--- config.mk ---
export PLATFORM = sky130hd
export DESIGN_NAME = gtl_coord_lane
export DESIGN_NICKNAME = d
export VERILOG_FILES = /design/src/sv/gtl_pkg.sv /design/src/sv/gtl_coord_lane.sv
export SDC_FILE = /design/constraint.sdc
export NUM_CORES = 2
export LEC_CHECK = 0
export ABC_AREA = 0
export BUFFER_PORTS_ARGS = -buffer_cell sky130_fd_sc_hd__buf_2
export CORE_UTILIZATION = 57
export CTS_BUF_LIST = sky130_fd_sc_hd__clkbuf_8
export DETAILED_ROUTE_END_ITERATION = 6
export PLACE_DENSITY = 0.74
export SLEW_MARGIN = 20
export SYNTH_ARGS = -nofsm -noshare
export SYNTH_HDL_FRONTEND = slang
export SYNTH_SLANG_ARGS = --single-unit
--- constraint.sdc ---
create_clock -name clk_i -period 9.9 [get_ports clk_i]
set_input_delay 0.495 -clock clk_i [delete_from_list [all_inputs] [get_ports clk_i]]
set_output_delay 0.495 -clock clk_i [all_outputs]
set_load 0.02 [all_outputs]
--- src/sv/gtl_pkg.sv ---
// Shared types, widths and register codes for the grid triangle locator.
// No dependencies; every other file of the block imports this package.
package gtl_pkg;

  // Fixed-point formats.
  localparam int POS_W           = 32;
  localparam int POS_FRAC_BITS   = 16;
  localparam int SCALE_W         = 32;
  localparam int SCALE_FRAC_BITS = 24;
  localparam int PROD_FRAC_BITS  = POS_FRAC_BITS + SCALE_FRAC_BITS;
  localparam int PROD_W          = POS_W + SCALE_W;

  // Grid limits.
  localparam int MAX_TILES_PER_SIDE = 256;
  localparam int MAX_VERTS_PER_EDGE = 1024;
  localparam int MPS_W    = 9;
  localparam int VPE_W    = 11;
  localparam int EM1_W    = $clog2(MAX_VERTS_PER_EDGE);
  localparam int HALF_W   = PROD_FRAC_BITS - 1 + MPS_W;
  localparam int U_W      = HALF_W + 1;
  localparam int IDX_W    = U_W - PROD_FRAC_BITS;
  localparam int SCALED_W = EM1_W + PROD_FRAC_BITS;
  localparam int SUB_W    = SCALED_W - PROD_FRAC_BITS;

  // Result field widths.
  localparam int TILE_ID_W = 17;
  localparam int VTX_W     = 20;

  // Pipeline depth: four stages per coordinate lane, two for the combine.
  localparam int STAGES = 6;

  // Configuration port.
  localparam int CFG_IDX_W  = 2;
  localparam int CFG_DATA_W = 32;

  typedef enum logic [CFG_IDX_W-1:0] {
    REG_MESH_SCALE      = 2'd0,
    REG_MESHES_PER_SIDE = 2'd1,
    REG_VERTS_PER_EDGE  = 2'd2
  } cfg_reg_e;

  typedef logic [STAGES-1:0] stage_vec_t;

  // Configuration as seen by the datapath (already saturated).
  typedef struct packed {
    logic [SCALE_W-1:0] mesh_scale;
    logic [MPS_W-1:0]   mps;
    logic [VPE_W-1:0]   vpe;
    logic [EM1_W-1:0]   em1;
  } cfg_t;

  // What one coordinate lane hands to the combine stages.
  typedef struct packed {
    logic                      ok;
    logic [IDX_W-1:0]          idx;
    logic [SUB_W-1:0]          sub;
    logic [PROD_FRAC_BITS-1:0] rem;
  } lane_out_t;

endpackage

--- src/sv/gtl_coord_lane.sv ---
// One coordinate lane: magnitude, scale multiply, bound check and shift,
// then the split into tile index, row or column, and remainder. Uses gtl_pkg.
module gtl_coord_lane
  import gtl_pkg::*;
(
  input  logic             clk_i,
  input  stage_vec_t       en_i,
  input  cfg_t             cfg_i,
  input  logic [POS_W-1:0] pos_i,
  output lane_out_t        lane_o
);

  logic                      neg1_q, neg2_q;
  logic [POS_W-1:0]          mag1_q;
  logic [PROD_W-1:0]         t2_q, t2_d;
  logic                      ok3_q, ok3_d, ok4_q;
  logic [U_W-1:0]            u3_q, u3_d;
  logic [HALF_W-1:0]         half;
  logic [SCALED_W-1:0]       sx4_q, sx4_d;
  logic [IDX_W-1:0]          idx4_q;

  // Half the tile count in product format.
  assign half = {cfg_i.mps, (PROD_FRAC_BITS - 1)'(0)};

  // Stage 1: sign and magnitude (the most negative input gives 2^31).
  always_ff @(posedge clk_i) begin
    if (en_i[0]) begin
      neg1_q <= pos_i[POS_W-1];
      mag1_q <= pos_i[POS_W-1] ? (~pos_i + POS_W'(1)) : pos_i;
    end
  end

  // Stage 2: magnitude times the reciprocal tile span.
  assign t2_d = PROD_W'(mag1_q) * PROD_W'(cfg_i.mesh_scale);

  always_ff @(posedge clk_i) begin
    if (en_i[1]) begin
      neg2_q <= neg1_q;
      t2_q   <= t2_d;
    end
  end

  // Stage 3: bound test, equality accepted, and shift by half the grid.
  always_comb begin
    ok3_d = (t2_q <= PROD_W'(half));
    if (neg2_q) begin
      u3_d = U_W'(half) - U_W'(t2_q);
    end else begin
      u3_d = U_W'(half) + U_W'(t2_q);
    end
  end

  always_ff @(posedge clk_i) begin
    if (en_i[2]) begin
      ok3_q <= ok3_d;
      u3_q  <= u3_d;
    end
  end

  // Stage 4: scale the in-tile fraction by the quad count per edge.
  assign sx4_d = SCALED_W'(cfg_i.em1) * SCALED_W'(u3_q[PROD_FRAC_BITS-1:0]);

  always_ff @(posedge clk_i) begin
    if (en_i[3]) begin
      ok4_q  <= ok3_q;
      idx4_q <= u3_q[U_W-1:PROD_FRAC_BITS];
      sx4_q  <= sx4_d;
    end
  end

  assign lane_o.ok  = ok4_q;
  assign lane_o.idx = idx4_q;
  assign lane_o.sub = sx4_q[SCALED_W-1:PROD_FRAC_BITS];
  assign lane_o.rem = sx4_q[PROD_FRAC_BITS-1:0];

endmodule

# Yosys cells after proc, flatten, opt, wreduce, memory -nomap -nowiden
# Index checks and enable logic that the tools add are counted.
# totals
word_cells	19
regBits	208
out_inout_bits	60
in_bits	101
# classes
n_addsub	3
order_cmp	1
n_bitwise	1
n_mux	2
multipliers	2
# ops
op	count
<= comparator 64 x 48 -> 1 bit	1
multiplier 32 x 32 -> 64 bit	1
multiplier 10 x 40 -> 50 bit	1
adder 48 x 49 -> 49 bit	1
two-way mux 49 bit	1
subtractor 48 x 49 -> 49 bit	1
adder 32 x 1 -> 32 bit (second input constant)	1
NOT 32 bit	1
two-way mux 31 bit	1

# Longest topological paths before layout
# depth
word_depth	3
ltp_mapped	28
mapped_depth_nobuf	26

# Least setup slack after synthesis
# Ideal clock, no wire load.
# synth_path
kind	input -> register
start	input cfg_i[38] in the netlist's numbering
end	register t2_q[58], data pin
t_required_ps	9705
setup_slack_ps	2642
arrival_time_ps	7063
setup_ps	195
path_buffers	1
path_stages	23
cell_sequence	clkbuf_1 -> nand2_1 -> fa_1 -> fa_1 -> fa_1 -> fa_1 -> inv_1 -> fa_1 -> fa_1 -> fa_1 -> inv_1 -> fa_1 -> inv_1 -> ha_1 -> a21oi_1 -> o21ai_0 -> a31oi_1 -> o221ai_1 -> a311o_1 -> a31oi_1 -> o21ai_1 -> a311o_1 -> o311ai_0
# synth_via
elab_chain_cells	1
# synth_rtl
item	line_no	text
start, declared	gtl_coord_lane.sv:8	input cfg_t cfg_i,
multiplier 32 x 32 -> 64 bit	gtl_coord_lane.sv:34	assign t2_d = PROD_W'(mag1_q) * PROD_W'(cfg_i.mesh_scale);
via t2_d[58]	gtl_coord_lane.sv:15	logic [PROD_W-1:0] t2_q, t2_d;
end signal, assigned	gtl_coord_lane.sv:39	t2_q <= t2_d;
end, declared	gtl_coord_lane.sv:15	
# The timed path passes the listed nets, and every way through them passes these cells.
# A chain may end at the register's enable or synchronous reset.

# Worst setup path after layout
# layout_path
start	register mag1_q[9]
end	register t2_q[58], data pin
# layout_via
elab_chain_cells	1
# layout_rtl
item	line_no	text
start, declared	gtl_coord_lane.sv:14	logic [POS_W-1:0] mag1_q;
start signal, assigned	gtl_coord_lane.sv:29	mag1_q <= pos_i[POS_W-1] ? (~pos_i + POS_W'(1)) : pos_i;
multiplier 32 x 32 -> 64 bit	gtl_coord_lane.sv:34	
via t2_d[58]	gtl_coord_lane.sv:15	
# The timed path passes the listed nets, and every way through them passes these cells.

==> results.cfg <==
[cells_and_area]
regArea_um2 = 6250
area_delta_synth_final_pct = 3.92
fin_area_um2 = 56300
nets = 7267
drive_above_1_share = 0.0474
final_common_cell = fa_1
nFillCells = 8008
multiInputGateArea_um2 = 42300
mostFrequentLayoutCells = fa_1 (1199), inv_1 (1157), and2_1 (795), nand2_1 (744), ha_1 (376)

[routing]
drt-total-wl_um = 133000
vias_per_cell = 5.60
drt-wirelength-per-cell_um = 19.3
vias = 38400
first_iter_violations = 2689
drtAntennaViolNets = 0
drc = 0
first_pass_iters = 5

[setup_path]
crit_required_ns = 10.29
rr_worst_depth = 23
reg2reg_slack_ns = 1.20
crit_path_start = mag1_q[9]
worst_setup_path_start_kind = flop
critical_path_class = flop to flop
cp_max_fo = 22
setup.worst_path.end = t2_q[58]
arrival_ns = 9.09
r2r-start = mag1_q[9]
end_kind = flop
rr_endpoint = t2_q[58]

[placed_design]
gp_congestion = 0.947
dp_hpwl_um = 105000
postPlaceCellArea_um2 = 55600
pre_cts_ws_ns = 1.41
port_buffers = 147

[logic_synthesis]
async_flop_share = 0
synth-seq-area-share = 0.115
synth-seq-cells = 208
synth_area_um2 = 54100
synth_cell_types = 65
netlist_instances = 5681
synth_warnings = 0
avgSynthCellArea_um2 = 9.53
syn-num-nets = 7357
synthFlopType = edfxtp_1
synth_edf_count = 208

[sta]
worst_slack_ns = 1.20
hold-worst-slack_ns = 0.0959
tns_ns = 0
slew_headroom = 0.204
setup-violations-final = 0
finClkSkew_ns = 0.0514
rsz0062_at_grt = no
finalCritPeriodShare = 0.879
worstMarginPinSlew_ns = 1.19
drv_slew = 0
max_freq_ghz = 0.115
period_needed_ns = 8.70
finalHoldViolCount = 0

[clock_network]
htree_num_levels = 2
cts_tree = done
cts_made_buffers = 38
cts_setup_buffers = 0
clk_pin_slew_ns = 0.06
cts.sinks = 208
cts_buffer_depth = 3
cts_root_buffer = clkbuf_8
cts_hold_buf = 0
post_cts_resized = 0
worstSkewPairLatency_ns = 0.64

[global_route]
grt_usage = 0.290
grt_pass1_wl_um = 217000
overflow = 0
grt_max_degree = 66
antenna_found_initial = 5
grt_pass1_vias = 41700

[floorplanning]
rows = 112
die_h_um = 310
die_w_um = 310
start_util = 0.577
die-area_um2 = 96200
io_pins = 161
coreArea_um2 = 93700

[status]
outcome = completed

[min_path]
min_path_type = primary input to flop

[flow_run]
drv_cap = 0
[per-layer routing]
metal	part of all wire	global-route usage	up-vias
li1	-	-	16900
met1	0.40	0.375	19600
met2	0.48	0.490	1616
met3	0.084	0.0580	304
met4	0.033	0.0959	6
met5	0.00022	0	-
[worst min-delay path by stage]
stage / from / to / slack, ns / depth (start not counted)
floorplan: u3_q[40] / idx4_q[0] / 0.40 / 0
global placement: u3_q[46] / idx4_q[6] / 0.40 / 0
detailed placement: ok3_q / ok4_q / 0.41 / 0
CTS: pos_i[0] / mag1_q[0] / 0.05 / 1
global route: pos_i[0] / mag1_q[0] / 0.09 / 1
finish: pos_i[0] / mag1_q[0] / 0.1 / 1
[critical path: stages, from the launching register on]
cell      delay [ns]
edfxtp_1        1.13
buf_4           0.31
nand2_1         0.10
fa_1            0.57
inv_1           0.06
fa_1            0.56
fa_1            0.44
fa_1            0.53
fa_1            0.44
fa_1            0.49
fa_1            0.50
inv_1           0.05
fa_1            0.48
inv_1           0.04
ha_1            0.37
a21oi_1         0.23
o21ai_0         0.17
a31oi_1         0.30
o221ai_1        0.19
a311o_1         0.39
a31oi_1         0.31
o21ai_1         0.28
a311o_1         0.41
o311ai_0        0.11
[state kept, by name, indices dropped and copies added (netlist names)]
register	count
t2_q	64
ok4_q	1
ok3_q	1
idx4_q	9
mag1_q	32
neg2_q	1
sx4_q	50
neg1_q	1
u3_q	49
[Yosys cell counts (all sizes together), types with 18 or more instances]
| cell | n | share of area |
|---|---|---|
| nand2 | 744 | 0.052 |
| a31oi | 21 | 0.0024 |
| xnor2 | 131 | 0.021 |
| a21oi | 143 | 0.013 |
| nand3 | 26 | 0.0024 |
| inv | 1152 | 0.080 |
| a21o | 57 | 0.0079 |
| nand4 | 28 | 0.0032 |
| fa | 1199 | 0.44 |
| nor3 | 21 | 0.0019 |
| nor2 | 66 | 0.0046 |
| edfxtp | 208 | 0.12 |
| and2 | 795 | 0.092 |
| ha | 376 | 0.087 |
| o31ai | 23 | 0.0032 |
| nand2b | 18 | 0.0022 |
| o21ai | 103 | 0.0096 |
| xor2 | 50 | 0.0081 |
| o21bai | 24 | 0.0033 |
| clkbuf | 307 | 0.021 |
[final cells by class]
cell class              count  area share
diodes                      3    0.000133
clock buffers              38     0.00930
clock inverters            26     0.00314
inverters                1152      0.0769
multi-input cells        4000       0.753
flip-flops and latches    208       0.111
well taps                1254      0.0279
repair buffers            191      0.0189
[cell families after synthesis]
family,synth area share
buf+inv,0.102
flops,0.115
fa+ha+maj,0.530
compound gates,0.0531
xor+xnor,0.0293
simple gates,0.169
mux,0.000185
[stage by stage]
step,instances,util
after floorplan,5681,-
after global placement,6805,0.593
after detailed placement,6805,0.593
after CTS,6869,0.600
after global routing,6870,0.600
final,6872,0.600
Power is not shown: default switching activity piles up to over one toggle a cycle in this logic, so the estimate is an artifact.
