--- src/sv/gtl_pkg.sv ---
// Shared types, widths and register codes for the grid triangle locator.
// No dependencies; every other file of the block imports this package.
package gtl_pkg;

  // Fixed-point formats.
  localparam int POS_W           = 32;
  localparam int POS_FRAC_BITS   = 16;
  localparam int SCALE_W         = 32;
  localparam int SCALE_FRAC_BITS = 24;
  localparam int PROD_FRAC_BITS  = POS_FRAC_BITS + SCALE_FRAC_BITS;
  localparam int PROD_W          = POS_W + SCALE_W;

  // Grid limits.
  localparam int MAX_TILES_PER_SIDE = 256;
  localparam int MAX_VERTS_PER_EDGE = 1024;
  localparam int MPS_W    = 9;
  localparam int VPE_W    = 11;
  localparam int EM1_W    = $clog2(MAX_VERTS_PER_EDGE);
  localparam int HALF_W   = PROD_FRAC_BITS - 1 + MPS_W;
  localparam int U_W      = HALF_W + 1;
  localparam int IDX_W    = U_W - PROD_FRAC_BITS;
  localparam int SCALED_W = EM1_W + PROD_FRAC_BITS;
  localparam int SUB_W    = SCALED_W - PROD_FRAC_BITS;

  // Result field widths.
  localparam int TILE_ID_W = 17;
  localparam int VTX_W     = 20;

  // Pipeline depth: four stages per coordinate lane, two for the combine.
  localparam int STAGES = 6;

  // Configuration port.
  localparam int CFG_IDX_W  = 2;
  localparam int CFG_DATA_W = 32;

  typedef enum logic [CFG_IDX_W-1:0] {
    REG_MESH_SCALE      = 2'd0,
    REG_MESHES_PER_SIDE = 2'd1,
    REG_VERTS_PER_EDGE  = 2'd2
  } cfg_reg_e;

  typedef logic [STAGES-1:0] stage_vec_t;

  // Configuration as seen by the datapath (already saturated).
  typedef struct packed {
    logic [SCALE_W-1:0] mesh_scale;
    logic [MPS_W-1:0]   mps;
    logic [VPE_W-1:0]   vpe;
    logic [EM1_W-1:0]   em1;
  } cfg_t;

  // What one coordinate lane hands to the combine stages.
  typedef struct packed {
    logic                      ok;
    logic [IDX_W-1:0]          idx;
    logic [SUB_W-1:0]          sub;
    logic [PROD_FRAC_BITS-1:0] rem;
  } lane_out_t;

endpackage

--- src/sv/gtl_tri_select.sv ---
// Combine stages: tile number, base vertex and triangle choice, then the
// output word with the three vertex indexes. Uses gtl_pkg.
module gtl_tri_select
  import gtl_pkg::*;
(
  input  logic                 clk_i,
  input  stage_vec_t           en_i,
  input  cfg_t                 cfg_i,
  input  lane_out_t            x_i,
  input  lane_out_t            z_i,
  output logic                 in_range_o,
  output logic [TILE_ID_W-1:0] tile_id_o,
  output logic                 upper_o,
  output logic [VTX_W-1:0]     first_o,
  output logic [VTX_W-1:0]     second_o,
  output logic [VTX_W-1:0]     third_o
);

  localparam int SUM_W = PROD_FRAC_BITS + 1;

  logic                 ok5_q;
  logic                 up5_q, up5_d;
  logic [TILE_ID_W-1:0] tile5_q, tile5_d;
  logic [VTX_W-1:0]     e5_q, e5_d;
  logic [SUM_W-1:0]     rsum;
  logic [VTX_W-1:0]     vpe_w;

  logic                 ok6_q, up6_q;
  logic [TILE_ID_W-1:0] tile6_q;
  logic [VTX_W-1:0]     v0_q, v1_q, v2_q;
  logic [VTX_W-1:0]     v0_d, v1_d, v2_d;

  // Stage 5: tile number, base vertex, and which half of the quad.
  always_comb begin
    tile5_d = TILE_ID_W'(x_i.idx) + TILE_ID_W'(cfg_i.mps) * TILE_ID_W'(z_i.idx);
    e5_d    = VTX_W'(x_i.sub) + VTX_W'(z_i.sub) * VTX_W'(cfg_i.vpe);
    rsum    = SUM_W'(x_i.rem) + SUM_W'(z_i.rem);
    up5_d   = rsum > (SUM_W'(1) << PROD_FRAC_BITS);
  end

  always_ff @(posedge clk_i) begin
    if (en_i[4]) begin
      ok5_q   <= x_i.ok & z_i.ok;
      tile5_q <= tile5_d;
      e5_q    <= e5_d;
      up5_q   <= up5_d;
    end
  end

  // Stage 6: vertex indexes; everything reads zero outside the grid.
  assign vpe_w = VTX_W'(cfg_i.vpe);

  always_comb begin
    if (up5_q) begin
      v0_d = e5_q + VTX_W'(1);
      v1_d = e5_q + vpe_w;
      v2_d = e5_q + vpe_w + VTX_W'(1);
    end else begin
      v0_d = e5_q;
      v1_d = e5_q + VTX_W'(1);
      v2_d = e5_q + vpe_w;
    end
  end

  always_ff @(posedge clk_i) begin
    if (en_i[5]) begin
      ok6_q   <= ok5_q;
      up6_q   <= ok5_q & up5_q;
      tile6_q <= ok5_q ? tile5_q : '0;
      v0_q    <= ok5_q ? v0_d : '0;
      v1_q    <= ok5_q ? v1_d : '0;
      v2_q    <= ok5_q ? v2_d : '0;
    end
  end

  assign in_range_o = ok6_q;
  assign tile_id_o  = tile6_q;
  assign upper_o    = up6_q;
  assign first_o    = v0_q;
  assign second_o   = v1_q;
  assign third_o    = v2_q;

endmodule

--- config.mk ---
export PLATFORM = sky130hd
export DESIGN_NAME = gtl_tri_select
export DESIGN_NICKNAME = d
export VERILOG_FILES = /design/src/sv/gtl_pkg.sv /design/src/sv/gtl_tri_select.sv
export SDC_FILE = /design/constraint.sdc
export NUM_CORES = 1
export LEC_CHECK = 0
export ABC_AREA = 1
export BUFFER_PORTS_ARGS = -buffer_cell sky130_fd_sc_hd__buf_2
export CAP_MARGIN = 20
export CORE_MARGIN = 4
export CORE_UTILIZATION = 64
export CTS_CLUSTER_DIAMETER = 120
export DETAILED_ROUTE_END_ITERATION = 7
export PLACE_DENSITY = 0.89
export SLEW_MARGIN = 20
export SYNTH_ARGS = -nofsm -noshare
export SYNTH_HDL_FRONTEND = slang
export SYNTH_SLANG_ARGS = --single-unit
--- constraint.sdc ---
create_clock -name clk_i -period 8.65 [get_ports clk_i]
set_clock_uncertainty 0.2 [all_clocks]
set_input_delay 0.865 -clock clk_i [delete_from_list [all_inputs] [get_ports clk_i]]
set_output_delay 0.865 -clock clk_i [all_outputs]
set_load 0.03 [all_outputs]
==> Yosys cells after proc, flatten, opt, wreduce, memory -nomap -nowiden <==
Cells that the tools add are included.
{ "word_totals": {"ff_bits": 118, "out_inout_bits": 79, "elab_cells": 24} }
{ "op_classes": {"n_mul": 2, "n_lt_le_gt_ge": 1, "muxes": 3, "addsub": 6, "bitwise_logic": 2} }
{ "op_table": {"columns": ["op", "count"], "rows": [
  ["$mux W20", 3],
  ["$add A40 B40 Y41", 1],
  ["$gt A41 B41 Y1 const B", 1],
  ["$add A20 B1 Y20 const B", 2],
  ["$add A10 B20 Y20", 1],
  ["$add A20 B11 Y20", 1],
  ["$mul A10 B11 Y20", 1],
  ["$add A9 B17 Y17", 1],
  ["$mul A9 B9 Y17", 1],
  ["$and A1 B1 Y1", 2]
]} }

==> Longest topological paths before layout <==
{ "depth": {"depth_word": 3, "ltp_mapped": 24} }

==> Worst setup path before layout <==
OpenSTA, ideal clock, no wires.
{ "synth_timing": {"path_kind": "input-to-reg", "from": "input z_i[43] in the netlist's numbering", "to": "register e5_q[17], data pin", "arrival_time_ns": 5.268, "required_ns": 8.188, "slack_ns": 2.919, "n_path_buf": 1, "stages": 21, "setup_time_ns": 0.262, "cell_sequence": "clkbuf_1 > nand2_1 > fa_1 > inv_1 > fa_1 > inv_1 > fa_1 > inv_1 > fa_1 > inv_1 > fa_1 > inv_1 > ha_1 > nand2_1 > nor2_1 > o21ai_0 > o211ai_1 > a31oi_1 > o21bai_1 > a21oi_1 > xor2_1"} }
{ "synth_between": {"elab_chain_len": 2} }
{ "synth_rtl": {"columns": ["item", "line", "rtl"], "rows": [
  ["start, declared", "gtl_tri_select.sv:10", "input lane_out_t z_i,"],
  ["$mul A10 B11 Y20", "gtl_tri_select.sv:36", "e5_d = VTX_W'(x_i.sub) + VTX_W'(z_i.sub) * VTX_W'(cfg_i.vpe);"],
  ["$add A10 B20 Y20", "gtl_tri_select.sv:36", null],
  ["named net e5_d[17]", "gtl_tri_select.sv:24", "logic [VTX_W-1:0] e5_q, e5_d;"],
  ["end signal, assigned", "gtl_tri_select.sv:45", "e5_q <= e5_d;"],
  ["end, declared", "gtl_tri_select.sv:24", null]
]} }
The timed path passes the listed nets, and every way through them passes these cells.
A chain may end at the register's enable or synchronous reset.

==> Worst setup path in the final report <==
{ "layout_timing": {"from": "input cfg_i[16] in the netlist's numbering", "to": "register e5_q[17], data pin"} }
{ "layout_between": {"elab_chain_len": 2} }
{ "layout_rtl": {"columns": ["item", "line", "rtl"], "rows": [
  ["start, declared", "gtl_tri_select.sv:8", "input cfg_t cfg_i,"],
  ["$mul A10 B11 Y20", "gtl_tri_select.sv:36", null],
  ["$add A10 B20 Y20", "gtl_tri_select.sv:36", null],
  ["named net e5_d[17]", "gtl_tri_select.sv:24", null]
]} }
The timed path passes the listed nets, and every way through them passes these cells.

==> flow_metrics.env <==
export IMPL_status="complete, but fails checks"
export IMPL_violations="design-rule violations"
export IMPL_power_clock_fraction_pct=14.6
export IMPL_cts_tree="built"
export IMPL_mappedNetlistNets=2719
export IMPL_timing_max_slew_rel_slack_pct=34.08
export IMPL_number_of_nets_in_the_finished_design=2910
export IMPL_die_height_um=166.5
export IMPL_rsz0062_at_grt="no"
export IMPL_final_setup_worst_slack_ns=2.916
export IMPL_antenna_cells_inserted=0
export IMPL_achievable_frequency_mhz=174.4
export IMPL_cts_resized=0
export IMPL_async_reset_ff_share_pct=0
export IMPL_htreeDepth=4
export IMPL_avgViaCountPerCell=5.404
export IMPL_endpoint_kind="flop"
export IMPL_clkTransAtPathRegs_ns=0.06
export IMPL_netlist_top_cell_by_area="sky130_fd_sc_hd__edfxtp_1"
export IMPL_vdd_ir_drop_max_mv=0.2252
export IMPL_maximum_number_of_pins_on_one_net_before_global_route_repair=80
export IMPL_timing_hold_violations_final=0
export IMPL_area_of_all_sequential_standard_cells_um2=3543
export IMPL_drcViolationCount=2
export IMPL_power_density_nw_per_um2=272.9
export IMPL_synth_cells=2235
export IMPL_avgRoutedWirePerCell_um=14.85
export IMPL_grt_use_total_pct=29.61
export IMPL_top_cell_type_s_share_of_synthesized_area_pct=22.05
export IMPL_drtAntennaViolNets=0
export IMPL_drt_pre_antenna_iters=8
export IMPL_max_slew_vio_count=0
export IMPL_setup_tns_ns=0
export IMPL_max_cap_viol_count=0
export IMPL_grt_antenna_before_repair=0
export IMPL_synthesis_area_um2=16070
export IMPL_placementRows=57
export IMPL_r2r_depth=12
export IMPL_yosys_cell_types_count=41
export IMPL_dr_total_vias=14930
export IMPL_finalHoldWorstSlack_ns=0.3003
export IMPL_sw_frac_of_total_pct=48.61
export IMPL_io_buffer_count=221
export IMPL_final_layout_fill_cell_count=1897
export IMPL_finalCriticalPeriod_ns=5.734
export IMPL_clkLatencyLatePin_ns=0.43
export IMPL_power_internal_w=0.002523
export IMPL_timing_hold_worst_class="reg2reg"
export IMPL_floorplan_initialDensity_pct=65.49
export IMPL_cts_num_sinks=118
export IMPL_first_pass_grt_wire_length_um=68520
export IMPL_cts_buffer_depth=2
export IMPL_post_route_period_util_pct=66.29
export IMPL_design_portCount=268
export IMPL_dp_hpwl_um=33040
export IMPL_cts_hold_buf=0
export IMPL_post_cts_repair_setup_buffers=0
export IMPL_arrival_ns=5.71
export IMPL_post_route_cells_drive_above_1_share_pct=11.11
export IMPL_synth_main_ff_cell="sky130_fd_sc_hd__edfxtp_1"
export IMPL_clock_tree_root_cell="sky130_fd_sc_hd__clkbuf_16"
export IMPL_hold_path_cell_count=2
export IMPL_worstPathRequired_ns=8.63
export IMPL_most_numerous_cell_types_in_the_synthesized_netlist="sky130_fd_sc_hd__nand2_1, sky130_fd_sc_hd__inv_1, sky130_fd_sc_hd__ha_1"
export IMPL_p_total_w=0.004909
export IMPL_die_w_um=166.5
export IMPL_finalSetupViolCount=0
export IMPL_p_seq_share_pct=21.4
export IMPL_worstSetupStartpointType="input port"
export IMPL_post_synth_top_count_cell="sky130_fd_sc_hd__nand2_1"
export IMPL_synth_ff_latch_count=118
export IMPL_yosys_warnings=0
export IMPL_critical_path_peak_fanout=11
export IMPL_edff_count_synth=118
export IMPL_synthToLayoutAreaGrowth_pct=11.97
export IMPL_worst_max_slew_pin_slew_ns=0.9828
export IMPL_post_synth_main_area_contributors="sky130_fd_sc_hd__edfxtp_1, sky130_fd_sc_hd__fa_1, sky130_fd_sc_hd__nand2_1"
export IMPL_via_count_of_the_first_global_routing_pass=14790
export IMPL_static_leakage_nw=10.60
export IMPL_place_congestion=0.9490
export IMPL_synth_avg_cell_area_um2=7.189
export IMPL_violation_count_after_the_first_detailed_route_iteration=1352
export IMPL_timing_worst_setup_path_type="in2reg"
export IMPL_multi_input_area_um2=10270
export IMPL_overflow=0
export IMPL_fp_dieArea_um2=27710
export IMPL_power_share_combinational_pct=64.0
export IMPL_power_switching_w=0.002386
export IMPL_placement_setup_worst_slack_ns=2.512
export IMPL_wl_um=41020
export IMPL_design_core_area_um2=24530
export IMPL_synth_seq_area_share_pct=22.05
export IMPL_numCtsBuffers=17
-- routing by layer --
metal / share of wire [%] / GRT usage, %
met4: 3.9 / 11.45
met5: 0 / 0
met1: 39 / 35.97
met2: 50 / 53.67
met3: 7.4 / 3.792
-- metrics by stage --
stage / utilization, % / std cells / cell area, um^2
2_1_floorplan: - / 2235 / 16070
3_3_place_gp: 70.92 / 2731 / 17400
3_5_place_dp: 70.92 / 2731 / 17400
4_1_cts: 73.32 / 2763 / 17990
5_1_grt: 73.33 / 2763 / 17990
6_report: 73.33 / 2763 / 17990
-- worst max-delay path: stages --
cell	delay [ns]
sky130_fd_sc_hd__buf_2	0.29
sky130_fd_sc_hd__nand2_1	0.12
sky130_fd_sc_hd__fa_1	0.52
sky130_fd_sc_hd__inv_1	0.06
sky130_fd_sc_hd__fa_1	0.52
sky130_fd_sc_hd__inv_1	0.05
sky130_fd_sc_hd__fa_1	0.48
sky130_fd_sc_hd__inv_1	0.06
sky130_fd_sc_hd__fa_1	0.52
sky130_fd_sc_hd__inv_1	0.05
sky130_fd_sc_hd__fa_1	0.53
sky130_fd_sc_hd__inv_1	0.04
sky130_fd_sc_hd__ha_1	0.36
sky130_fd_sc_hd__nand2_1	0.09
sky130_fd_sc_hd__nor2_1	0.21
sky130_fd_sc_hd__o21ai_0	0.14
sky130_fd_sc_hd__o211ai_1	0.14
sky130_fd_sc_hd__a31oi_1	0.14
sky130_fd_sc_hd__o21bai_1	0.24
sky130_fd_sc_hd__a21oi_1	0.11
sky130_fd_sc_hd__xor2_1	0.15
-- state kept, by name (all words and copies together) (netlist names) --
signal and count:
upper_o 1, e5_q 20, second_o 20, up5_q 1
third_o 20, tile5_q 17, tile_id_o 17, first_o 20
ok5_q 1, in_range_o 1
-- power by group through the flow --
stage               sequential, W  clock (W)  combinational (W)
floorplan                 0.00117          0            0.00222
global placement          0.00105          0            0.00298
CTS                       0.00105   0.000714            0.00312
finish                    0.00105   0.000716            0.00314
detailed placement        0.00105          0            0.00308
global route              0.00106   0.000742            0.00357
-- cell type report --
| cell class | count | area share [%] |
|---|---|---|
| timing repair buffer | 223 | 6.231 |
| multi-input combinational | 1517 | 57.09 |
| inverter | 549 | 11.45 |
| sequential | 118 | 19.70 |
| clock buffer | 18 | 2.385 |
| tap | 324 | 2.253 |
| clock inverter | 14 | 0.8902 |
-- path summary, 6_finish.rpt --
path	startpoint	endpoint	slack [ns]
max reg2reg	e5_q[0]	third_o[12]	5.22
max	cfg_i[16]	e5_q[17]	2.92
min reg2reg	tile5_q[14]	tile_id_o[14]	0.30
min	tile5_q[14]	tile_id_o[14]	0.30
-- cells in the final DEF (no fill, tap or decap), types with 22 or more instances in the layout --
master / count
sky130_fd_sc_hd__nand3_1: 81
sky130_fd_sc_hd__buf_2: 221
sky130_fd_sc_hd__o21ai_0: 45
sky130_fd_sc_hd__xor2_1: 45
sky130_fd_sc_hd__nand4_1: 22
sky130_fd_sc_hd__o22ai_1: 31
sky130_fd_sc_hd__ha_1: 160
sky130_fd_sc_hd__a21oi_1: 84
sky130_fd_sc_hd__inv_1: 545
sky130_fd_sc_hd__nand2_1: 673
sky130_fd_sc_hd__nor2_1: 144
sky130_fd_sc_hd__edfxtp_1: 118
sky130_fd_sc_hd__fa_1: 135
-- logic make-up (layout without fill, tap and decap cells) --
family	count (synthesis)	in the layout	share of synthesized area, %
flops	118	118	22.05
buf+inv	600	804	14.04
xor+xnor	65	65	3.683
fa+ha+maj	295	295	29.28
compound gates	200	200	7.032
simple gates	957	957	23.91
Note: power is estimated with default switching activity, not from simulation.
