<file path="config.mk">
export PLATFORM = sky130hd
export DESIGN_NAME = gtl_cfg_regs
export DESIGN_NICKNAME = d
export VERILOG_FILES = /design/src/sv/gtl_pkg.sv /design/src/sv/gtl_cfg_regs.sv
export SDC_FILE = /design/constraint.sdc
export NUM_CORES = 1
export LEC_CHECK = 0
export BUFFER_PORTS_ARGS = -buffer_cell sky130_fd_sc_hd__buf_2
export CAP_MARGIN = 20
export CORE_MARGIN = 2
export CORE_UTILIZATION = 40
export CTS_CLUSTER_DIAMETER = 30
export DETAILED_ROUTE_END_ITERATION = 10
export PLACE_DENSITY = 0.67
export SLEW_MARGIN = 40
export SYNTH_ARGS = -nofsm -noshare
export SYNTH_HDL_FRONTEND = slang
export SYNTH_SLANG_ARGS = --single-unit
</file>
<file path="constraint.sdc">
create_clock -name clk_i -period 2.1 [get_ports clk_i]
set_input_delay 0.21 -clock clk_i [delete_from_list [all_inputs] [get_ports clk_i]]
set_output_delay 0.21 -clock clk_i [all_outputs]
set_load 0.02 [all_outputs]
</file>
<file path="src/sv/gtl_pkg.sv">
// Shared types, widths and register codes for the grid triangle locator.
// No dependencies; every other file of the block imports this package.
package gtl_pkg;

  // Fixed-point formats.
  localparam int POS_W           = 32;
  localparam int POS_FRAC_BITS   = 16;
  localparam int SCALE_W         = 32;
  localparam int SCALE_FRAC_BITS = 24;
  localparam int PROD_FRAC_BITS  = POS_FRAC_BITS + SCALE_FRAC_BITS;
  localparam int PROD_W          = POS_W + SCALE_W;

  // Grid limits.
  localparam int MAX_TILES_PER_SIDE = 256;
  localparam int MAX_VERTS_PER_EDGE = 1024;
  localparam int MPS_W    = 9;
  localparam int VPE_W    = 11;
  localparam int EM1_W    = $clog2(MAX_VERTS_PER_EDGE);
  localparam int HALF_W   = PROD_FRAC_BITS - 1 + MPS_W;
  localparam int U_W      = HALF_W + 1;
  localparam int IDX_W    = U_W - PROD_FRAC_BITS;
  localparam int SCALED_W = EM1_W + PROD_FRAC_BITS;
  localparam int SUB_W    = SCALED_W - PROD_FRAC_BITS;

  // Result field widths.
  localparam int TILE_ID_W = 17;
  localparam int VTX_W     = 20;

  // Pipeline depth: four stages per coordinate lane, two for the combine.
  localparam int STAGES = 6;

  // Configuration port.
  localparam int CFG_IDX_W  = 2;
  localparam int CFG_DATA_W = 32;

  typedef enum logic [CFG_IDX_W-1:0] {
    REG_MESH_SCALE      = 2'd0,
    REG_MESHES_PER_SIDE = 2'd1,
    REG_VERTS_PER_EDGE  = 2'd2
  } cfg_reg_e;

  typedef logic [STAGES-1:0] stage_vec_t;

  // Configuration as seen by the datapath (already saturated).
  typedef struct packed {
    logic [SCALE_W-1:0] mesh_scale;
    logic [MPS_W-1:0]   mps;
    logic [VPE_W-1:0]   vpe;
    logic [EM1_W-1:0]   em1;
  } cfg_t;

  // What one coordinate lane hands to the combine stages.
  typedef struct packed {
    logic                      ok;
    logic [IDX_W-1:0]          idx;
    logic [SUB_W-1:0]          sub;
    logic [PROD_FRAC_BITS-1:0] rem;
  } lane_out_t;

endpackage

</file>
<file path="src/sv/gtl_cfg_regs.sv">
// Configuration registers of the grid triangle locator, saturated on write.
// Depends on gtl_pkg.
module gtl_cfg_regs
  import gtl_pkg::*;
(
  input  logic                  clk_i,
  input  logic                  rst_ni,
  input  logic                  cfg_valid_i,
  output logic                  cfg_ready_o,
  input  logic [CFG_IDX_W-1:0]  cfg_index_i,
  input  logic [CFG_DATA_W-1:0] cfg_data_i,
  output cfg_t                  cfg_o
);

  logic [SCALE_W-1:0] scale_q;
  logic [MPS_W-1:0]   mps_q, mps_sat;
  logic [VPE_W-1:0]   vpe_q, vpe_sat;
  logic [EM1_W-1:0]   em1_q;
  logic [MPS_W-1:0]   mps_raw;
  logic [VPE_W-1:0]   vpe_raw;

  // Writes are always taken.
  assign cfg_ready_o = 1'b1;

  // Clamp the tile count and the edge vertex count into their legal ranges.
  always_comb begin
    mps_raw = cfg_data_i[MPS_W-1:0];
    vpe_raw = cfg_data_i[VPE_W-1:0];
    if (mps_raw == '0) begin
      mps_sat = MPS_W'(1);
    end else if (mps_raw > MPS_W'(MAX_TILES_PER_SIDE)) begin
      mps_sat = MPS_W'(MAX_TILES_PER_SIDE);
    end else begin
      mps_sat = mps_raw;
    end
    if (vpe_raw < VPE_W'(2)) begin
      vpe_sat = VPE_W'(2);
    end else if (vpe_raw > VPE_W'(MAX_VERTS_PER_EDGE)) begin
      vpe_sat = VPE_W'(MAX_VERTS_PER_EDGE);
    end else begin
      vpe_sat = vpe_raw;
    end
  end

  // Register file; unknown indexes are dropped.
  always_ff @(posedge clk_i or negedge rst_ni) begin
    if (!rst_ni) begin
      scale_q <= SCALE_W'(1) << SCALE_FRAC_BITS;
      mps_q   <= MPS_W'(16);
      vpe_q   <= VPE_W'(65);
      em1_q   <= EM1_W'(64);
    end else if (cfg_valid_i) begin
      case (cfg_index_i)
        REG_MESH_SCALE: begin
          scale_q <= cfg_data_i[SCALE_W-1:0];
        end
        REG_MESHES_PER_SIDE: begin
          mps_q <= mps_sat;
        end
        REG_VERTS_PER_EDGE: begin
          vpe_q <= vpe_sat;
          em1_q <= EM1_W'(vpe_sat - VPE_W'(1));
        end
        default: begin
        end
      endcase
    end
  end

  assign cfg_o.mesh_scale = scale_q;
  assign cfg_o.mps        = mps_q;
  assign cfg_o.vpe        = vpe_q;
  assign cfg_o.em1        = em1_q;

endmodule

</file>
### Word level (Yosys, flattened, before mapping)

Index checks and enable logic that the tools add are counted.

* register bits after elaboration: 62

* muxes and demuxes: 4
* equality and inequality tests: 2
* reduce and logical (&&, ||, !) cells: 5
* $add $sub $neg: 1
* $lt $le $gt $ge: 3

Operator list (count)
* $mux W11: 2
* $mux W9: 2
* $gt A11 B11 Y1 const B: 1
* $lt A11 B2 Y1 const B: 1
* $sub A10 B1 Y10 const B: 1
* $gt A9 B9 Y1 const B: 1
* $logic_not A9 Y1: 1
* $reduce_and A2 Y1: 3
* $eq A2 B1 Y1 const B: 1
* $eq A2 B2 Y1 const B: 1
* $logic_not A2 Y1: 1

### Depth between registers and ports, before layout

Gate-level depths: netlist of the first run.

* word-level depth: 4
* mapped depth: 9
* mapped depth without buffers: 8

### Worst setup path before layout of the first run

No wires, ideal clock.

* path type: input port to flip-flop
* from: input port cfg_data_i[4]
* to: register em1_q[4]
* path slack: 0.082 ns
* path buffers: 2
* stages on the path: 9
* data required time: 1.965 ns
* arrival: 1.883 ns
* path through: buf_6 > or4_4 > buf_6 > o311ai_2 > ha_1 > nor2b_1 > a31oi_1 > o21ai_0 > o21ai_0

* word-level cells in the longest chain between the ends: 4
* elaborated cells on any way between the ends: 5
* classes of those cells: 1 x add/sub; 2 x order compare; 2 x mux

Ends and longest elaborated chain
* start: declaration: line gtl_cfg_regs.sv:11 `input logic [CFG_DATA_W-1:0] cfg_data_i,`
* $gt A11 B11 Y1: line gtl_cfg_regs.sv:38 `end else if (vpe_raw > VPE_W'(MAX_VERTS_PER_EDGE)) begin`
* $mux W11: line gtl_cfg_regs.sv:38
* $mux W11 (*): line gtl_cfg_regs.sv:36 `if (vpe_raw < VPE_W'(2)) begin`
* $sub A10 B1 Y10 (*): line gtl_cfg_regs.sv:62 `em1_q <= EM1_W'(vpe_sat - VPE_W'(1));`
* end signal: assignment: line gtl_cfg_regs.sv:62
* end: declaration: line gtl_cfg_regs.sv:18 `logic [EM1_W-1:0] em1_q;`

Mark *: on every way between the ends. The rest lies on a longest branch, timed or not.
A chain may end at the register's enable or synchronous reset.

### Final worst setup path of the first run

* from: input port cfg_data_i[3]
* to: register em1_q[4]

The elaborated chain is that of the path after synthesis.

==> flow_metrics.env, run 1 <==
export IMPL_holdWs_ns=0.105
export IMPL_synth_compound_area_share_pct=10.1
export IMPL_fmax_mhz=571
export IMPL_slew_viol_final=0
export IMPL_synth_area_mux_share_pct=14.9
export IMPL_rr_startpoint="em1_q[8]"
export IMPL_setup_worst_path_start_class="input port"
export IMPL_cp_slowest_cell="or4_4"
export IMPL_gp_congestion=0.888
export IMPL_ios=100
export IMPL_yosysWarnings=0
export IMPL_synthFlopType="dfrtp_1"
export IMPL_synth_fp_nets=261
export IMPL_path_common_cell="o21ai_0"
export IMPL_setup_violations=0
export IMPL_fillers=612
export IMPL_relSlewSlack_pct=64.6
export IMPL_nets=374
export IMPL_dieArea_um2=7270
export IMPL_drtPass1Iterations=4
export IMPL_clock_latency_ns=0.33
export IMPL_synthCells=223
export IMPL_status="complete, no violations"
export IMPL_drc=0
export IMPL_holdCritStartpoint="cfg_data_i[19]"
export IMPL_power_density_nw_per_um2=946
export IMPL_r2r_end="em1_q[8]"
export IMPL_cp_required_ns=2.29
export IMPL_rows=29
export IMPL_area_growth_pct=31.5
export IMPL_cp_arrival_ns=1.95
export IMPL_r2r_cells=2
export IMPL_hold_path_class="input port to register"
export IMPL_finalCritPeriodShare_pct=83.4
export IMPL_grt_pass1_vias=2141
export IMPL_critPathMaxFanout=5
export IMPL_ir_drop_v=0.000445
export IMPL_portBuffers=98
export IMPL_cts_tree="built"
export IMPL_initial_utilization_pct=41.4
export IMPL_yosys_area_share_simple_pct=11.7
export IMPL_grt_usage_pct=18.6
export IMPL_critPathLaunch="cfg_data_i[3]"
export IMPL_dr_total_vias=2085
export IMPL_post_cts_buffers=0
export IMPL_cts_inserted_buffers=9
export IMPL_critPathMaxStageDelay_ns=0.54
export IMPL_crit_chain="buf_2 > or4_4 > o311ai_2 > ha_1 > nor2b_1 > a31oi_1 > o21ai_0 > o21ai_0"
export IMPL_antenna_found_initial=0
export IMPL_root_buffer="clkbuf_8"
export IMPL_clk_pin_slew_ns=0.07
export IMPL_yosysSeqAreaShare_pct=59.0
export IMPL_routed_wl_um=6440
export IMPL_synth_xor_area_share_pct=0.663
export IMPL_grt_remaining_overflow=0
export IMPL_synthArstFlopShare_pct=100
export IMPL_regArea_um2=1560
export IMPL_drive_above_1_share_pct=51.3
export IMPL_synth_top_cell_by_area="dfrtp_1"
export IMPL_synthAdderAreaFrac_pct=0.474
export IMPL_crit_end="em1_q[4]"
export IMPL_endpoint_kind="register"
export IMPL_synth_avg_cell_area_um2=11.8
export IMPL_synth_top_family_by_area="multiplexers"
export IMPL_synth_edff_count=0
export IMPL_worstMarginPinSlew_ns=0.530
export IMPL_synth_area_leaders="dfrtp_1 (54%), mux2_2 (14%), dfstp_2 (5.0%)"
export IMPL_n_antenna_cell=0
export IMPL_htreeDepth=3
export IMPL_clock_sinks=62
export IMPL_skew_ns=0
export IMPL_synth_top_cell_area_share_pct=54.0
export IMPL_rsz0062_at_grt="false"
export IMPL_tns_ns=0
export IMPL_path_class="input port to register"
export IMPL_synth_seq_cells=62
export IMPL_mostFrequentLayoutCell="buf_2"
export IMPL_cts_buffer_depth=2
export IMPL_final_cell_mix="buf_2 (98), dfrtp_1 (57), mux2_2 (34)"
export IMPL_grt_max_degree=33
export IMPL_drt_initial_drc_count=54
export IMPL_drv_cap=0
export IMPL_post_drt_via_cell_ratio=4.99
export IMPL_reg2reg_slack_ns=1.27
export IMPL_chipHeight_um=85.3
export IMPL_netlist_area_um2=2640
export IMPL_core_area_um2=6390
export IMPL_wl_per_cell_um=15.4
export IMPL_grt_pass1_wl_um=10500
export IMPL_hold_viol_final=0
export IMPL_post_route_min_period_ns=1.75
export IMPL_leakage_nw=1.67
export IMPL_yosys_cell_types_count=37
export IMPL_multi_input_area_um2=1010
export IMPL_antenna_left=0
export IMPL_dp_hpwl_um=4790
export IMPL_fp_dieW_um=85.3
worst min-delay path by stage:
stage	depth (start not counted)	slack, ns	end
6_report	2	0.11	scale_q[19]
3_3_place_gp	1	0.19	scale_q[6]
4_1_cts	2	0.09	scale_q[19]
3_5_place_dp	1	0.20	scale_q[6]
5_1_grt	2	0.10	scale_q[25]
2_1_floorplan	0	-0.09	em1_q[0]
cell usage after synthesis (all sizes together), types with 2 or more instances:
cell type and count:
nor2 13, xnor2 2, dfrtp 57, a21oi 2, nand2 29, nor3 3, mux2 34, o311ai 2
o21a 2, o21ai 22, buf 7, o31ai 2, o41ai 2, nand3b 3, a31oi 6, nor2b 2
nand2b 8, or2 2, clkbuf 7, dfstp 5
area by class of cell:
| class | count | share of cell area (%) |
|---|---|---|
| Timing Repair Buffer | 116 | 18.1 |
| Clock inverter | 4 | 0.649 |
| Sequential cell | 62 | 44.9 |
| Multi-Input combinational cell | 146 | 29.0 |
| Tap cell | 77 | 2.77 |
| Clock buffer | 12 | 4.47 |
| Inverter | 1 | 0.108 |
metrics by stage:
step | instances | setup slack [ns] | power, mW | util [%] | area (µm²)
global placement | 401 | 0.120 | 2.36 | 51.4 | 3280
floorplan | 223 | 0.0821 | 2.03 | - | 2640
global route | 418 | 0.273 | 3.46 | 54.4 | 3470
finish | 418 | 0.349 | 3.28 | 54.4 | 3470
detailed placement | 401 | 0.0556 | 2.38 | 51.4 | 3280
CTS | 418 | 0.365 | 3.33 | 54.4 | 3470
kinds of logic after synthesis:
group | count (synthesis)
AOI/OAI and AO/OA | 42
xor gates and xnor gates | 2
adders and majority gates | 1
buffers and inverters | 15
DFF | 62
muxes | 35
other | 1
and+or+nand+nor | 65
repair_timing:
| item | CTS | global route |
|---|---|---|
| hold buffers | 1 | 0 |
| resized for setup | 0 | 0 |
| endpoints found under the hold margin | 16 | 0 |
power by group:
group	internal, mW	switching, mW	total [mW]
sequential	1.41	0.0968	1.50
clock	0.487	0.447	0.934
combinational	0.333	0.513	0.847
total	2.23	1.06	3.28
sequential cells by signal, indices dropped and copies added (netlist names):
signal,flops
scale_q,32
vpe_q,11
mps_q,9
em1_q,10
per-layer routing:
layer	track usage, %	routed length, µm	vias up
met5	0	0	-
met4	8.37	140	0
met3	3.89	302	12
met2	30.6	3170	60
met1	23.7	2830	1008
li1	-	-	1005
worst max-delay path: cells and delay by family:
| kind | cells | cell delay, ns |
|---|---|---|
| compound gates | 4 | 0.57 |
| simple gates | 2 | 0.76 |
| buf+inv | 1 | 0.12 |
| fa+ha+maj | 1 | 0.28 |
(Power assumes the default switching activity.)
==> run 2, diff against run 1 <==
- ABC_AREA: not set -> 1
- clock period: 2.1 -> 1.62 ns (I/O delays scaled with it)
==> flow_metrics.env, run 2 <==
export IMPL_path_common_cell="nand2_1"
export IMPL_synth_fp_nets=302
export IMPL_cts_tree="built"
export IMPL_post_route_min_period_ns=1.34
export IMPL_place_ws_ns=-0.0709
export IMPL_hold_viol_final=0
export IMPL_stdcell_count=463
export IMPL_cp_slowest_cell="a21oi_2"
export IMPL_r2r_end="em1_q[6]"
export IMPL_cts_buffer_depth=2
export IMPL_yosys_cell_types_count=35
export IMPL_final_area_um2=3540
export IMPL_mostFrequentLayoutCell="buf_2"
export IMPL_largestRegisters="scale_q x32, vpe_q x11, em1_q x10"
export IMPL_relSlewSlack_pct=64.2
export IMPL_tns_ns=0
export IMPL_grt_remaining_overflow=0
export IMPL_netlist_area_um2=2680
export IMPL_rr_startpoint="em1_q[6]"
export IMPL_finalCritPeriodShare_pct=82.8
export IMPL_clock_latency_ns=0.33
export IMPL_fp_dieW_um=85.9
export IMPL_grt_pass1_wl_um=10300
export IMPL_grt_pass1_vias=2272
export IMPL_grt_usage_pct=17.8
export IMPL_place_area_um2=3370
export IMPL_portBuffers=98
export IMPL_slew_viol_final=0
export IMPL_synth_avg_cell_area_um2=10.2
export IMPL_routed_wl_um=6340
export IMPL_leakage_nw=1.88
export IMPL_synthArstFlopShare_pct=100
export IMPL_drv_cap=0
export IMPL_antenna_found_initial=0
export IMPL_post_drt_via_cell_ratio=4.83
export IMPL_synth_seq_cells=62
export IMPL_yosysSeqAreaShare_pct=58.0
export IMPL_antenna_left=0
export IMPL_critPathLaunch="cfg_data_i[7]"
export IMPL_chipHeight_um=85.9
export IMPL_initial_utilization_pct=41.8
export IMPL_dr_total_vias=2234
export IMPL_core_area_um2=6420
export IMPL_fin_ws_ns=0.278
export IMPL_fmax_mhz=745
export IMPL_setup_worst_path_start_class="input port"
export IMPL_rows=29
export IMPL_cts_inserted_buffers=9
export IMPL_endpoint_kind="register"
export IMPL_crit_chain="buf_2 > nor2_1 > nand2_1 > nor2_4 > nand2_1 > nand2_1 > ha_1 > inv_1 > a21oi_2 > nand3_1 > nand2_1 > nand2_1 > nand2_1 > nand2_1"
export IMPL_post_cts_resize_count=0
export IMPL_dieArea_um2=7380
export IMPL_gp_congestion=0.821
export IMPL_drive_above_1_share_pct=43.3
export IMPL_largest_reg_flops=32
export IMPL_setup_violations=0
export IMPL_whs_endpoint="scale_q[11]"
export IMPL_drc=0
export IMPL_largest_register="scale_q"
export IMPL_holdPathStages=2
export IMPL_htreeDepth=3
export IMPL_worstMarginPinSlew_ns=0.531
export IMPL_area_growth_pct=31.9
export IMPL_yosysWarnings=0
export IMPL_final_core_util_pct=55.1
export IMPL_path_class="input port to register"
export IMPL_final_cell_mix="buf_2 (98), nand2_1 (71), dfrtp_1 (57)"
export IMPL_ios=100
export IMPL_clock_sinks=62
export IMPL_synth_area_leaders="dfrtp_1 (53%), nand2_1 (9.9%), mux2_2 (8.8%)"
export IMPL_dpl_cell_count=447
export IMPL_clk_pin_slew_ns=0.07
export IMPL_dp_hpwl_um=4800
export IMPL_drtPass1Iterations=4
export IMPL_r2r_cells=2
export IMPL_synth_top_cell_by_area="dfrtp_1"
export IMPL_root_buffer="clkbuf_8"
export IMPL_yosysMostFrequentCell="nand2_1"
export IMPL_cp_arrival_ns=1.57
export IMPL_wl_per_cell_um=13.7
export IMPL_hold_path_class="input port to register"
export IMPL_critPathMaxStageDelay_ns=0.22
export IMPL_power_mw=4.19
export IMPL_holdWs_ns=0.0637
export IMPL_rsz0062_at_grt="false"
export IMPL_grt_max_degree=44
export IMPL_power_density_nw_per_um2=1180
export IMPL_cp_required_ns=1.84
export IMPL_synth_top_cell_area_share_pct=53.1
export IMPL_synthCells=264
export IMPL_status="complete, no violations"
export IMPL_n_antenna_cell=0
export IMPL_critPathMaxFanout=6
export IMPL_skew_ns=0
export IMPL_nets=420
export IMPL_reg2reg_slack_ns=0.81
export IMPL_synth_common_cells="nand2_1 (71), dfrtp_1 (57), mux2_2 (21), o21ai_0 (21), inv_1 (19)"
export IMPL_holdCritStartpoint="cfg_data_i[11]"
export IMPL_synth_edff_count=0
export IMPL_synthFlopType="dfrtp_1"
export IMPL_drt_initial_drc_count=89
export IMPL_ir_drop_v=0.000640
run 2: cell types whose count changed after synthesis, moves of 3 or more:
cell | previous run | this run
nor2_1 | 13 | 16
a31oi_1 | 6 | 0
nand2b_1 | 8 | 0
nand3_1 | 0 | 6
nand2_1 | 29 | 71
o31ai_1 | 2 | 7
inv_1 | 0 | 19
a21oi_1 | 2 | 5
mux2_2 | 34 | 21
run 2: metal layers:
metal / global-route usage (%) / vias up / wire [µm] / part of all wire, %
li1: - / 1099 / - / -
met1: 22.8 / 1038 / 2820 / 44
met2: 28.5 / 89 / 2960 / 47
met3: 6.06 / 8 / 479 / 7.6
met4: 5.77 / 0 / 86 / 1.4
met5: 0 / - / 0 / 0
run 2: logic make-up after synthesis:
logic type,count (synthesis),share of synthesized area [%]
AND/OR/NAND/NOR,104,17.0
flip-flops,62,58.0
AO/OA/AOI/OAI,44,10.1
buffers and inverters,31,5.50
multiplexers,21,8.81
adder cells (fa/ha/maj),1,0.466
other,1,0.140
run 2: worst max-delay path by stage:
stage          endpoint  slack [ns]  depth (start not counted)
6_report       em1_q[8]        0.28                         14
5_1_grt        em1_q[8]        0.13                         14
4_1_cts        em1_q[8]        0.29                         14
3_5_place_dp   em1_q[8]       -0.07                         14
3_3_place_gp   em1_q[8]       -0.01                         14
2_1_floorplan  em1_q[8]        0.14                         14
run 2: cell type report:
type	count	area, µm²
Timing Repair Buffer	118	668
Inverter	20	75.1
Tap cell	77	96.3
Multi-Input combinational cell	171	983
Sequential cell	62	1560
Fill cell	616	2880
Clock inverter	2	10.0
Clock buffer	13	149
run 2: critical path: cells and delay by family:
kind                       cells  cell delay [ns]
adders and majority gates      1             0.18
buffers and inverters          2             0.16
AOI/OAI and AO/OA              1             0.22
and+or+nand+nor               10             0.84
run 2: timing repair:
item,4_1_cts,5_1_grt
endpoints found under the hold margin,14,0
buffers inserted,0,0
hold buffers,1,0
run 2: report_power, final:
part | internal [mW] | switching, mW | total [mW]
Combinational | 0.419 | 0.690 | 1.11
Clock | 0.585 | 0.553 | 1.14
Sequential | 1.82 | 0.120 | 1.94
Total | 2.82 | 1.36 | 4.19
==> run 3, diff against run 2 <==
- clock period: 1.62 -> 1.27 ns (I/O delays scaled with it)
==> flow_metrics.env, run 3 (synthesis gave the netlist of run 2 again) <==
export IMPL_crit_chain="buf_2 > nor2_1 > nand2_1 > nor2_4 > nand2_1 > nand2_1 > ha_2 > inv_2 > o311ai_0 > a2bb2oi_1"
export IMPL_largest_reg_flops=32
export IMPL_cts_tree="built"
export IMPL_relSlewSlack_pct=61.6
export IMPL_dr_total_vias=2328
export IMPL_path_common_cell="nand2_1"
export IMPL_switching_share_pct=32.0
export IMPL_place_ws_ns=-0.298
export IMPL_drv_cap=0
export IMPL_nets=447
export IMPL_fp_dieW_um=85.9
export IMPL_post_route_min_period_ns=1.17
export IMPL_antenna_found_initial=0
export IMPL_dp_hpwl_um=4620
export IMPL_antenna_left=0
export IMPL_tns_ns=0
export IMPL_ios=100
export IMPL_p_clk_share_pct=30.3
export IMPL_drtPass1Iterations=4
export IMPL_critPathMaxStageDelay_ns=0.31
export IMPL_routed_wl_um=6480
export IMPL_final_cell_mix="buf_2 (98), nand2_1 (71), dfrtp_1 (57)"
export IMPL_clock_latency_ns=0.35
export IMPL_largest_register="scale_q"
export IMPL_dr_max_layer_used="met4"
export IMPL_worstMarginPinSlew_ns=0.568
export IMPL_power_internal_mw=3.87
export IMPL_grt_pass1_wl_um=10400
export IMPL_endpoint_kind="register"
export IMPL_root_buffer="clkbuf_8"
export IMPL_hold_viol_final=0
export IMPL_critPathTopFamily="simple AND/OR/NAND/NOR gates"
export IMPL_chipHeight_um=85.9
export IMPL_reg2reg_slack_ns=0.42
export IMPL_portBuffers=98
export IMPL_clock_sinks=62
export IMPL_post_drt_via_cell_ratio=4.74
export IMPL_fmax_mhz=856
export IMPL_initial_utilization_pct=41.8
export IMPL_wl_met3_um=472
export IMPL_slew_viol_final=0
export IMPL_rsz0062_at_grt="true"
export IMPL_path_class="input port to register"
export IMPL_power_share_sequential_pct=43.5
export IMPL_n_antenna_cell=0
export IMPL_cts_buffer_depth=2
export IMPL_grt_pass1_vias=2200
export IMPL_holdWs_ns=0.0160
export IMPL_fin_ws_ns=0.101
export IMPL_leakage_nw=2.02
export IMPL_rows=29
export IMPL_grt_usage_pct=18.4
export IMPL_power_frac_comb_pct=26.2
export IMPL_whs_endpoint="scale_q[28]"
export IMPL_skew_ns=0
export IMPL_rr_startpoint="em1_q[9]"
export IMPL_setup_worst_path_start_class="input port"
export IMPL_drc=0
export IMPL_fillers=578
export IMPL_hold_path_class="input port to register"
export IMPL_cts_inserted_buffers=9
export IMPL_wl_met1_um=3000
export IMPL_holdPathStages=2
export IMPL_cp_required_ns=1.49
export IMPL_regArea_um2=1560
export IMPL_r2r_cells=4
export IMPL_crit_buf_inv=2
export IMPL_holdCritStartpoint="cfg_data_i[28]"
export IMPL_wl_per_cell_um=13.2
export IMPL_multi_input_area_um2=1000
export IMPL_largestRegisters="scale_q x32, vpe_q x11, em1_q x10"
export IMPL_final_core_util_pct=59.9
export IMPL_clk_pin_slew_ns=0.07
export IMPL_status="complete, no violations"
export IMPL_gp_congestion=0.864
export IMPL_power_density_nw_per_um2=1480
export IMPL_r2r_end="em1_q[9]"
export IMPL_htreeDepth=3
export IMPL_grt_max_degree=63
export IMPL_dieArea_um2=7380
export IMPL_drt_initial_drc_count=113
export IMPL_grt_remaining_overflow=0
export IMPL_critPathMaxFanout=3
export IMPL_power_switching_mw=1.82
export IMPL_setup_violations=0
export IMPL_cp_arrival_ns=1.39
export IMPL_drive_above_1_share_pct=45.7
export IMPL_ir_drop_v=0.000798
export IMPL_area_growth_pct=43.4
export IMPL_wl_met2_um=2890
export IMPL_core_area_um2=6420
export IMPL_final_area_um2=3850
export IMPL_cp_slowest_cell="o311ai_0"
export IMPL_finalCritPeriodShare_pct=92.0
export IMPL_mostFrequentLayoutCell="buf_2"
export IMPL_place_area_um2=3480
[run 3: cell count changes in the layout (fill, tap and decap cells not counted), moves of 2 or more]
cell	previous run	this run
clkbuf_1	3	1
nor2_1	16	14
nor2_2	1	3
buf_4	17	30
clkinvlp_4	0	2
dlygate4sd3_1	1	14
[run 3: power by group through the flow]
stage	Clock, mW	Combinational, mW	Sequential, mW
2_1_floorplan	0	0.425	2.93
3_3_place_gp	0	1.44	2.49
3_5_place_dp	0	1.46	2.50
4_1_cts	1.79	1.49	2.47
5_1_grt	1.88	1.62	2.51
6_report	1.73	1.49	2.48
[run 3: worst max path at each step]
stage | start | endpoint | slack [ns] | cells past startpoint
floorplan | cfg_data_i[4] | em1_q[8] | -0.15 | 14
global placement | cfg_data_i[7] | em1_q[4] | -0.26 | 10
detailed placement | cfg_data_i[7] | em1_q[8] | -0.30 | 14
CTS | cfg_data_i[7] | em1_q[8] | 0.08 | 14
global route | cfg_data_i[5] | em1_q[8] | -0.02 | 14
finish | cfg_data_i[5] | em1_q[4] | 0.10 | 10
[run 3: layer usage]
| layer | track usage [%] | vias up |
|---|---|---|
| li1 | - | 1155 |
| met1 | 24.4 | 1073 |
| met2 | 28.6 | 90 |
| met3 | 5.20 | 10 |
| met4 | 7.36 | 0 |
| met5 | 0 | - |
[run 3: metrics by stage]
stage	std cells	total power, mW
3_5_place_dp	459	3.96
6_report	491	5.69
3_3_place_gp	459	3.93
5_1_grt	491	6.01
2_1_floorplan	264	3.35
4_1_cts	489	5.76
[run 3: layout make-up]
cell class	count	share of cell area, %
clock buffers	11	3.67
multi-input cells	171	26.1
flip-flops and latches	62	40.5
inverters	20	1.95
well taps	77	2.50
clock inverters	5	1.53
repair buffers	145	23.8
[run 3: what timing repair did]
action,4_1_cts,5_1_grt
endpoints found under the hold margin,70,0
endpoints found under the setup margin,0,6
resized for setup,0,3
hold buffers,14,0
buffers inserted,0,2
